File: src/hw/rtl/cbad_pkg.sv
// ----------------------------------------------------------------------------
// cbad_pkg
// Types and constants of the console bus address decoder.
// ----------------------------------------------------------------------------
package cbad_pkg;

    localparam int unsigned ADDR_W   = 24;
    localparam int unsigned OFFSET_W = 22;
    localparam int unsigned CYCLES_W = 4;

    typedef enum logic [1:0] {
        TGT_ROM  = 2'd0,
        TGT_WRAM = 2'd1,
        TGT_SRAM = 2'd2,
        TGT_REG  = 2'd3
    } target_t;

    typedef enum logic {
        CFG_MAPPER_MODE = 1'b0,
        CFG_FAST_ROM    = 1'b1
    } cfg_index_t;

    typedef enum logic {
        MAP_LOROM = 1'b0,
        MAP_HIROM = 1'b1
    } mapper_t;

    localparam logic CMD_WRITE = 1'b1;

    localparam logic [CYCLES_W-1:0] CYC_SLOW = 4'd8;
    localparam logic [CYCLES_W-1:0] CYC_FAST = 4'd6;
    localparam logic [CYCLES_W-1:0] CYC_NONE = 4'd0;

    typedef struct packed {
        target_t                     target;
        logic [OFFSET_W-1:0]         store_offset;
        logic                        write_effective;
        logic [CYCLES_W-1:0]         access_cycles;
    } result_t;

endpackage

File: src/hw/rtl/console_bus_address_decoder_top.sv
// ----------------------------------------------------------------------------
// console_bus_address_decoder_top
// Decodes one 24-bit console bus access per transaction into target store,
// offset, write effect and master-cycle cost (LoROM or HiROM mapping).
// ----------------------------------------------------------------------------
// Usage:
//   Request channel (req_valid/req_stall) carries cmd, bus_address and
//   dma_active; response channel (rsp_valid/rsp_stall) carries target,
//   store_offset, write_effective and access_cycles. A transaction moves at
//   a clock edge with valid high and stall low.
//   Path: a request passes the input register, the combinational decode and
//   the result register, which loads only when empty or being taken.
//   Throughput: 1 transaction per cycle while the response is not stalled; the two register stages advance
//   together whenever the result register is empty or being taken.
//   Stall: a stalled response holds; the input register still takes one
//   more request, then req_stall rises until the response is taken.
//   Config: cfg_write_enable with cfg_index (0 mapper_mode, 1 fast ROM enable)
//   and cfg_data; write only while no transaction is in flight (not enforced).
//   Reset: both stages empty, mapper LoROM, fast ROM off.
// ----------------------------------------------------------------------------
module console_bus_address_decoder_top
(
    input  logic                              clk,
    input  logic                              rst_n,

    input  logic                              cfg_write_enable,
    input  logic                              cfg_index,
    input  logic                              cfg_data,

    input  logic                              req_valid,
    output logic                              req_stall,
    input  logic                              cmd,
    input  logic [cbad_pkg::ADDR_W-1:0]       bus_address,
    input  logic                              dma_active,

    output logic                              rsp_valid,
    input  logic                              rsp_stall,
    output logic [1:0]                        target,
    output logic [cbad_pkg::OFFSET_W-1:0]     store_offset,
    output logic                              write_effective,
    output logic [cbad_pkg::CYCLES_W-1:0]     access_cycles
);

    logic                              mapper_mode_reg;
    logic                              fast_rom_reg;

    logic                              s1_valid_reg;
    logic                              s1_cmd_reg;
    logic [cbad_pkg::ADDR_W-1:0]       s1_addr_reg;
    logic                              s1_dma_reg;

    logic                              rsp_valid_reg;
    cbad_pkg::result_t                 result_reg;
    cbad_pkg::result_t                 result_next;

    logic                              rsp_ready;
    logic                              s1_ready;
    logic                              req_take;

    logic [7:0]                        bank;
    logic [2:0]                        page;
    logic                              upper;
    logic                              hirom;
    logic [cbad_pkg::OFFSET_W-1:0]     rom_offset;
    logic                              wr;

    // ---------------- configuration ----------------
    always_ff @(posedge clk or negedge rst_n)
    begin
        if (!rst_n)
        begin
            mapper_mode_reg <= 1'b0;
            fast_rom_reg    <= 1'b0;
        end
        else if (cfg_write_enable)
        begin
            unique case (cbad_pkg::cfg_index_t'(cfg_index))
                cbad_pkg::CFG_MAPPER_MODE: mapper_mode_reg <= cfg_data;
                cbad_pkg::CFG_FAST_ROM:    fast_rom_reg    <= cfg_data;
                default:                   mapper_mode_reg <= mapper_mode_reg;
            endcase
        end
    end

    // ---------------- handshake ----------------
    assign rsp_ready = !rsp_valid_reg || !rsp_stall;
    assign s1_ready  = !s1_valid_reg || rsp_ready;
    assign req_stall = !s1_ready;
    assign req_take  = req_valid && s1_ready;

    // ---------------- input register ----------------
    always_ff @(posedge clk or negedge rst_n)
    begin
        if (!rst_n)
        begin
            s1_valid_reg <= 1'b0;
        end
        else if (s1_ready)
        begin
            s1_valid_reg <= req_valid;
        end
    end

    always_ff @(posedge clk)
    begin
        if (req_take)
        begin
            s1_cmd_reg  <= cmd;
            s1_addr_reg <= bus_address;
            s1_dma_reg  <= dma_active;
        end
    end

    // ---------------- decode ----------------
    assign bank  = s1_addr_reg[23:16];
    assign page  = s1_addr_reg[15:13];
    assign upper = bank[7];
    assign hirom = (cbad_pkg::mapper_t'(mapper_mode_reg) == cbad_pkg::MAP_HIROM);
    assign wr    = (s1_cmd_reg == cbad_pkg::CMD_WRITE);

    assign rom_offset = hirom ? s1_addr_reg[21:0]
                              : {s1_addr_reg[22:16], s1_addr_reg[14:0]};

    always_comb
    begin
        result_next.target       = cbad_pkg::TGT_ROM;
        result_next.store_offset = rom_offset;

        if (!bank[6])
        begin
            // system banks 00-3f / 80-bf
            if (page == 3'd0)
            begin
                result_next.target       = cbad_pkg::TGT_WRAM;
                result_next.store_offset = {9'd0, s1_addr_reg[12:0]};
            end
            else if (page == 3'd3 && hirom && bank[5])
            begin
                result_next.target       = cbad_pkg::TGT_SRAM;
                result_next.store_offset = {9'd0, s1_addr_reg[12:0]};
            end
            else if (!page[2])
            begin
                result_next.target       = cbad_pkg::TGT_REG;
                result_next.store_offset = {6'd0, s1_addr_reg[15:0]};
            end
        end
        else if (bank[7:1] == 7'h3f)
        begin
            // banks 7e-7f
            result_next.target       = cbad_pkg::TGT_WRAM;
            result_next.store_offset = {5'd0, s1_addr_reg[16:0]};
        end
        else if (!hirom && !page[2] && bank[6:4] == 3'b111)
        begin
            result_next.target       = cbad_pkg::TGT_SRAM;
            result_next.store_offset = {9'd0, s1_addr_reg[12:0]};
        end

        unique case (result_next.target)
            cbad_pkg::TGT_REG:
            begin
                result_next.access_cycles   = cbad_pkg::CYC_NONE;
                result_next.write_effective = wr;
            end
            cbad_pkg::TGT_ROM:
            begin
                result_next.write_effective = 1'b0;
                if (wr)
                    result_next.access_cycles = cbad_pkg::CYC_NONE;
                else if (upper && fast_rom_reg && !s1_dma_reg)
                    result_next.access_cycles = cbad_pkg::CYC_FAST;
                else
                    result_next.access_cycles = cbad_pkg::CYC_SLOW;
            end
            default:
            begin
                result_next.access_cycles   = cbad_pkg::CYC_SLOW;
                result_next.write_effective = wr;
            end
        endcase
    end

    // ---------------- result register ----------------
    always_ff @(posedge clk or negedge rst_n)
    begin
        if (!rst_n)
        begin
            rsp_valid_reg <= 1'b0;
        end
        else if (rsp_ready)
        begin
            rsp_valid_reg <= s1_valid_reg;
        end
    end

    always_ff @(posedge clk)
    begin
        if (rsp_ready && s1_valid_reg)
        begin
            result_reg <= result_next;
        end
    end

    assign rsp_valid       = rsp_valid_reg;
    assign target          = result_reg.target;
    assign store_offset    = result_reg.store_offset;
    assign write_effective = result_reg.write_effective;
    assign access_cycles   = result_reg.access_cycles;

endmodule

File: config.mk
export PLATFORM = sky130hd
export DESIGN_NAME = console_bus_address_decoder_top
export DESIGN_NICKNAME = d
export VERILOG_FILES = /design/src/hw/rtl/cbad_pkg.sv /design/src/hw/rtl/console_bus_address_decoder_top.sv
export SDC_FILE = /design/constraint.sdc
export NUM_CORES = 1
export LEC_CHECK = 0
export BUFFER_PORTS_ARGS = -buffer_cell sky130_fd_sc_hd__buf_2
export CORE_UTILIZATION = 35
export DETAILED_ROUTE_END_ITERATION = 8
export GPL_TIMING_DRIVEN = 0
export SLEW_MARGIN = 20
export SYNTH_ARGS = -nofsm -noshare
export SYNTH_HDL_FRONTEND = slang
export SYNTH_SLANG_ARGS = --single-unit
export TNS_END_PERCENT = 100
File: constraint.sdc
create_clock -name clk -period 2.85 [get_ports clk]
set_input_delay 0.1425 -clock clk [delete_from_list [all_inputs] [get_ports clk]]
set_output_delay 0.1425 -clock clk [all_outputs]
set_load 0.005 [all_outputs]
# == After elaboration in Yosys (flattened, before gate mapping) ==
# Index checks and enable logic that the tools add are counted.
# totals
register_bits,59
output_inout_bits,31
word_cells,47
# op_classes
bitwise_logic,1
n_reduce_logical,21
mux,10
eq_ne,4
# op_table
operator,count
$mux 24,6
$mux 22,1
$pmux 5 s2,1
$logic_and 1x1->1,8
$mux 4,2
$eq 7x6->1 const B,1
$logic_not 1->1,7
$reduce_and 2->1,2
$eq 3x2->1 const B,1
$eq 3x3->1 const B,1
$logic_not 3->1,1
$eq 2x2->1 const B,1
$logic_not 2->1,1
$logic_or 1x1->1,2
$not 1->1,1

# == Depth between registers and ports, before layout ==
# Gate-level depths: netlist of the first run.
# depth
ltp_word,8
ltp_mapped,7

# == Worst setup path before layout of the first run ==
# OpenSTA, ideal clock, no wires.
# synth_path
path_kind,flip-flop to flip-flop
start,register rsp_valid_reg (netlist: rsp_valid)
end,"register result_reg (netlist bit access_cycles[2]), enable pin"
t_arrival_ns,2.432
synth_period_minus_slack_ns,2.885
setup_slack_ns,-0.035
setup_ns,0.453
path_stages_with_launch,2
n_path_buf,0
t_required_ns,2.397
cell_sequence,dfrtp_1 a21boi_0
# synth_between
elab_chain_cells,3
# synth_lines
item,line,source
start: declaration,console_bus_address_decoder_top.sv:52,logic rsp_valid_reg;
start signal: assignment,console_bus_address_decoder_top.sv:193,rsp_valid_reg <= s1_valid_reg;
$logic_not 1->1,console_bus_address_decoder_top.sv:86,assign rsp_ready = !rsp_valid_reg || !rsp_stall;
$logic_or 1x1->1,console_bus_address_decoder_top.sv:86,
$logic_and 1x1->1,console_bus_address_decoder_top.sv:199,if (rsp_ready && s1_valid_reg)
end signal: assignment,console_bus_address_decoder_top.sv:201,result_reg <= result_next;
end: declaration,console_bus_address_decoder_top.sv:53,cbad_pkg::result_t result_reg;
# Every way passes these cells.
# A chain may end at the register's enable or synchronous reset.

# == Worst setup path in the final report of the first run ==
# layout_path
start,register s1_addr_reg[23] (netlist name)
end,"register result_reg (netlist bit access_cycles[2]), data pin"
# layout_between
elab_chain_cells,5
word_cells_on_any_way,10
# layout_lines
item,line,source
start: declaration,console_bus_address_decoder_top.sv:49,logic [cbad_pkg::ADDR_W-1:0] s1_addr_reg;
start signal: assignment,console_bus_address_decoder_top.sv:109,s1_addr_reg <= bus_address;
$eq 7x6->1 / $logic_and 1x1->1 (equally long branches),"console_bus_address_decoder_top.sv:148, console_bus_address_decoder_top.sv:171",
$mux 24 / $logic_and 1x1->1 (equally long branches),"console_bus_address_decoder_top.sv:148, console_bus_address_decoder_top.sv:171",
$mux 24 / $mux 4 (equally long branches),"console_bus_address_decoder_top.sv:129, console_bus_address_decoder_top.sv:171",
$eq 2x2->1 (tied with other cells),console_bus_address_decoder_top.sv:160,unique case (result_next.target)
$pmux 5 s2 (*),console_bus_address_decoder_top.sv:160,
# Mark *: on every way between the ends. The rest lies on a longest branch, timed or not.

==> impl_metrics.toml, run 1 <==
[timing]
setup_viol = 0
setup_tns_ns = 0
slew_headroom = 0.6030
min_period_ns = 2.054
max_freq_ghz = 0.4868
period_share = 0.7208
layout_setup_ws_ns = 0.7958
worst_slew_pin_slew_ns = 0.5956
finClkSkew_ns = 0.006620
maxSlewViolCount = 0
hold_violations = 0
hold_slack_ns = 0.01487
rsz0062_at_grt = "false"

[routing]
viasPerCell = 4.550
wl_per_cell_um = 12.87
routed_wl_mm = 4.029
ant_nets = 0
dr.pass1.iters = 4
first_iter_violations = 72
drc = 0
vias = 1424

[power_and_ir_drop]
total_leakage_power_nw = 1.246
pwr-share-comb = 0.110
sw_frac_of_total = 0.2259
powerDensity_mw_per_mm2 = 626.4
internal-power_mw = 1.508
total_power_mw = 1.948
p_switching_uw = 440.1
clkPwrFrac = 0.366
ir_worst_vdd_v = 0.0003796
p_seq_frac = 0.524

[die]
die_w_um = 81.32
coreArea_mm2 = 0.005991
fp.dieArea_mm2 = 0.006613
start_util = 0.3676
ios = 64
die_h_um = 81.32
rows = 28

[clocking]
cts-buffers-inserted = 9
clk_pin_slew_worst_paths_ns = 0.06
clk_latency_ns = 0.33
cts_setup_buffers = 0
htree_num_levels = 3
clock-sinks = 57
cts_buffer_depth = 2
cts_tree = "done"
cts_root_buffer = "clkbuf_8"

[grt]
grt_first_pass_wirelength_mm = 6.320
grt_max_degree = 27
antenna_found_initial = 0
globalRouteOverflowTotal = 0
grt_usage = 0.1350
first_global_vias = 1417

[logic_synthesis]
synth_area_per_cell_um2 = 16.68
async_reset_ff_frac = 0.07018
synthAdderAreaFrac = 0.01136
yosysUniqueCellTypes = 43
synth-edff-count = 53
synth-simple-area-share = 0.09773
synth_compound_area_frac = 0.07670
ys_warn_count = 0
synth_ff_type = "edfxtp_1"
ys_seq_area_frac = 0.7682
synth_area_mm2 = 0.002202
synth_xor_area_frac = 0
syn_inst = 132
synth_mux_area_frac = 0.01932
synth-seq-cells = 57
synth_top_family_by_area = "simple AND/OR/NAND/NOR gates"
syn-num-nets = 167

[hold_path]
hold_path_startpoint = "req_valid"
holdCritPathClass = "input pin to register"
hold_path_depth = 2
min_to = "s1_valid_reg"

[placed_design]
post_dp_cell_area_mm2 = 0.002645
gp_congestion = 0.7679
dp_slack_ns = 0.8225
portBuffers = 62
hpwl_mm = 2.687
dp.cells = 270

[setup_path]
end_kind = "register"
reg2reg_slack_ns = 0.80
regToRegEndpoint = "access_cycles[2]"
reg2reg_depth = 5
cp_data_required_time_ns = 2.97
path_max_fanout = 6
worstPathCellList = "nand4b_2 -> nor3_4 -> a21oi_1 -> ha_1 -> nor4_1"
max_stage_delay_ns = 0.41
worst_setup_path_start_kind = "register"
crit_slowest_cell = "edfxtp_1"
r2r_start = "s1_addr_reg[23]"
criticalPathCategory = "register to register"
arrival_ns = 2.17

[final_layout]
layout-drive-gt1-share = 0.3908
seqCellArea_mm2 = 0.001692
n_fill_cell = 503
most-common-layout-cells = "buf_2, edfxtp_1, dlygate4sd3_1"
multi_input_area_um2 = 467.9
fin_cells = 313
fin_area_mm2 = 0.003110
nNetsFinal = 268
largest_register_ff_count = 24
syn_to_final_growth_pct = 41.25
utilization = 0.5192
antennaDiodeCount = 0
layout.cells.most_common = "buf_2"

[flow_run]
cap_violations = 0

[run_status]
status = "finished clean"
==> layout make-up <==
cell class,count,area share
Sequential cell,57,0.5438
Timing Repair Buffer,90,0.1955
Multi-Input combinational cell,65,0.1504
Clock buffer,9,0.03982
Tap cell,75,0.03017
Clock inverter,7,0.02253
Buffer,6,0.01287
Inverter,4,0.004827
==> worst max-delay path by stage <==
| stage | start | slack [ns] | endpoint | cells past startpoint |
|---|---|---|---|---|
| global route | s1_addr_reg[23] | 0.71 | access_cycles[2] | 5 |
| detailed placement | s1_addr_reg[23] | 0.82 | access_cycles[2] | 5 |
| CTS | s1_addr_reg[23] | 0.80 | access_cycles[2] | 5 |
| finish | s1_addr_reg[23] | 0.80 | access_cycles[2] | 5 |
| global placement | rsp_valid | 0.11 | store_offset[15] | 1 |
| floorplan | rsp_valid | 0.68 | access_cycles[2] | 1 |
==> critical path, delay by kind of cell, from the launching register on <==
kind | cells | cell delay (ns)
adders and majority gates | 1 | 0.32
and+or+nand+nor | 3 | 1.03
AOI/OAI and AO/OA | 1 | 0.08
DFF | 1 | 0.41
==> power groups by stage <==
stage	Sequential, mW	Clock (mW)	Combinational, mW
2_1_floorplan	1.04	0	0.0906
3_3_place_gp	1.04	0	0.172
3_5_place_dp	1.04	0	0.186
4_1_cts	1.02	0.735	0.215
5_1_grt	1.03	0.773	0.237
6_report	1.02	0.713	0.214
==> cells in the mapped netlist (all sizes together), types with 2 or more instances <==
| cell | n | area share |
|---|---|---|
| edfxtp | 53 | 0.72 |
| a21oi | 6 | 0.014 |
| nand2 | 6 | 0.010 |
| buf | 5 | 0.015 |
| nor3 | 5 | 0.016 |
| and2 | 4 | 0.011 |
| dfrtp | 4 | 0.045 |
| inv | 4 | 0.0068 |
| o211ai | 4 | 0.014 |
| nand2b | 3 | 0.0085 |
| o21ai | 3 | 0.0068 |
| a21o | 2 | 0.0068 |
| ha | 2 | 0.011 |
| mux2 | 2 | 0.010 |
| mux2i | 2 | 0.0091 |
| nand3 | 2 | 0.0045 |
| nand3b | 2 | 0.0068 |
| nand4 | 2 | 0.0085 |
| nor2 | 2 | 0.0034 |
==> metal layers <==
metal | vias to the layer above | wire [um] | GRT usage
li1 | 712 | - | -
met1 | 653 | 1667 | 0.1444
met2 | 52 | 1956 | 0.2175
met3 | 7 | 330 | 0.06292
met4 | 0 | 75 | 0.07857
met5 | - | 0 | 0
==> kinds of logic (layout without fill, tap and decap cells) <==
| group | after synthesis | after routing |
|---|---|---|
| adder cells (fa/ha/maj) | 2 | 2 |
| buffers and inverters | 10 | 116 |
| other | 1 | 1 |
| AND/OR/NAND/NOR | 33 | 33 |
| flip-flops | 57 | 57 |
| multiplexers | 4 | 4 |
| AO/OA/AOI/OAI | 25 | 25 |
==> repair_timing <==
| item | in CTS | in global routing |
|---|---|---|
| resized for setup | 0 | 0 |
| hold buffers | 27 | 0 |
| endpoints found under the setup margin | 0 | 0 |
| hold endpoints to repair | 30 | 0 |
Note: power is estimated with default switching activity, not from simulation.
==> run 2, diff against run 1 <==
Clock period 2.85 ns to 1.7 ns, I/O delays scaled along.
==> impl_metrics.toml, run 2 (synthesis gave the netlist of run 1 again) <==
[setup_path]
cp_data_required_time_ns = 1.78
worst_setup_path_start_kind = "register"
reg2reg_depth = 5
path_max_fanout = 4
arrival_ns = 1.75
startpoint = "s1_addr_reg[17]"
end_kind = "register"
criticalPathCategory = "register to register"
r2r_start = "s1_addr_reg[17]"

[clocking]
clock-sinks = 57
cts-buffers-inserted = 9
cts_root_buffer = "clkbuf_8"
htree_num_levels = 3
clk_latency_ns = 0.33
cts_buffer_depth = 2
clk_pin_slew_worst_paths_ns = 0.06
cts_tree = "done"

[placed_design]
dp_slack_ns = -0.1820
gp_congestion = 0.8368
hpwl_mm = 2.661
post_dp_cell_area_mm2 = 0.002626
portBuffers = 62

[routing]
ant_nets = 0
dr.pass1.iters = 4
viasPerCell = 4.489
vias = 1468
first_iter_violations = 59
wl_per_cell_um = 12.96
drc = 0
routed_wl_mm = 4.238

[die]
coreArea_mm2 = 0.005991
die_h_um = 81.32
fp.dieArea_mm2 = 0.006613
start_util = 0.3676
die_w_um = 81.32
rows = 28
ios = 64

[timing]
slew_headroom = 0.4298
setup_viol = 0
maxSlewViolCount = 0
period_share = 0.9844
layout_setup_ws_ns = 0.02655
hold_slack_ns = 0.02604
hold_violations = 0
min_period_ns = 1.673
worst_slew_pin_slew_ns = 0.8532
finClkSkew_ns = 0.008410
max_freq_ghz = 0.5976
rsz0062_at_grt = "true"

[grt]
grt_usage = 0.1390
grt_first_pass_wirelength_mm = 6.410
globalRouteOverflowTotal = 0
first_global_vias = 1362
antenna_found_initial = 0
grt_max_degree = 28

[flow_run]
cap_violations = 0

[final_layout]
layout-drive-gt1-share = 0.4484
most-common-layout-cells = "buf_2, edfxtp_1, dlygate4sd3_1"
nNetsFinal = 282
fin_area_mm2 = 0.003251
syn_to_final_growth_pct = 47.61
layout.cells.most_common = "buf_2"
utilization = 0.5426
n_fill_cell = 505
largest_register_ff_count = 24
antennaDiodeCount = 0

[power_and_ir_drop]
ir_worst_vdd_v = 0.0005834
total_power_mw = 3.132
total_leakage_power_nw = 1.324
powerDensity_mw_per_mm2 = 963.4

[hold_path]
hold_path_depth = 2
hold_path_startpoint = "rsp_stall"
holdCritPathClass = "input pin to register"

[run_status]
status = "finished clean"
[run 2: through the flow]
| stage | setup TNS (ns) | cells |
|---|---|---|
| 4_1_cts | -0.08035 | 321 |
| 3_5_place_dp | -4.977 | 269 |
| 3_3_place_gp | -9.231 | 269 |
| 6_report | 0 | 327 |
| 2_1_floorplan | -0.02487 | 132 |
| 5_1_grt | -0.1217 | 327 |
[run 2: path summary, 6_finish.rpt]
check | endpoint | slack, ns
setup / recovery | store_offset[14] | 0.03
hold / removal | rsp_valid | 0.03
setup reg to reg | store_offset[14] | 0.03
hold reg to reg | store_offset[7] | 0.42
max in group asynchronous | hirom | 1.49
min in group asynchronous | fast_rom_reg | 0.09
[run 2: critical path, stage by stage, from the launching register on]
cell and delay, ns:
edfxtp_1 0.45, buf_4 0.16, buf_4 0.13, and4b_4 0.22, o32a_1 0.30, and2_1 0.17
[run 2: power by group]
part           leakage (nW)  total [mW]  internal [mW]  switching, mW
clock                0.0835        1.02          0.516          0.502
combinational         0.684       0.402          0.216          0.186
sequential            0.557        1.71           1.67         0.0409
total                  1.32        3.13           2.40          0.729
[run 2: metal layers]
layer  vias up  GRT usage  routed length, um  share of wire
met4         0     0.1054                118          0.028
met2        41     0.2150               2147           0.51
li1        741          -                  -              -
met1       677     0.1618               1792           0.42
met3         9    0.04157                179          0.042
met5         -          0                  0              0
[run 2: final cells by class]
| type | instances | area [um^2] | area share |
|---|---|---|---|
| well taps | 75 | 93.84 | 0.02887 |
| clock inverters | 6 | 35.03 | 0.01078 |
| clock buffers | 10 | 127.6 | 0.03926 |
| multi-input cells | 65 | 514.2 | 0.1582 |
| flip-flops and latches | 57 | 1692 | 0.5204 |
| inverters | 4 | 15.01 | 0.004619 |
| repair buffers | 104 | 723.2 | 0.2225 |
| plain buffers | 6 | 50.05 | 0.01540 |
[run 2: timing repair]
item / in CTS / in global routing
setup endpoints to repair: 29 / 3
hold endpoints to repair: 32 / 0
setup buffers: 7 / 6
resized for setup: 4 / 10
hold buffers: 29 / 0
pin swaps: 1 / 5
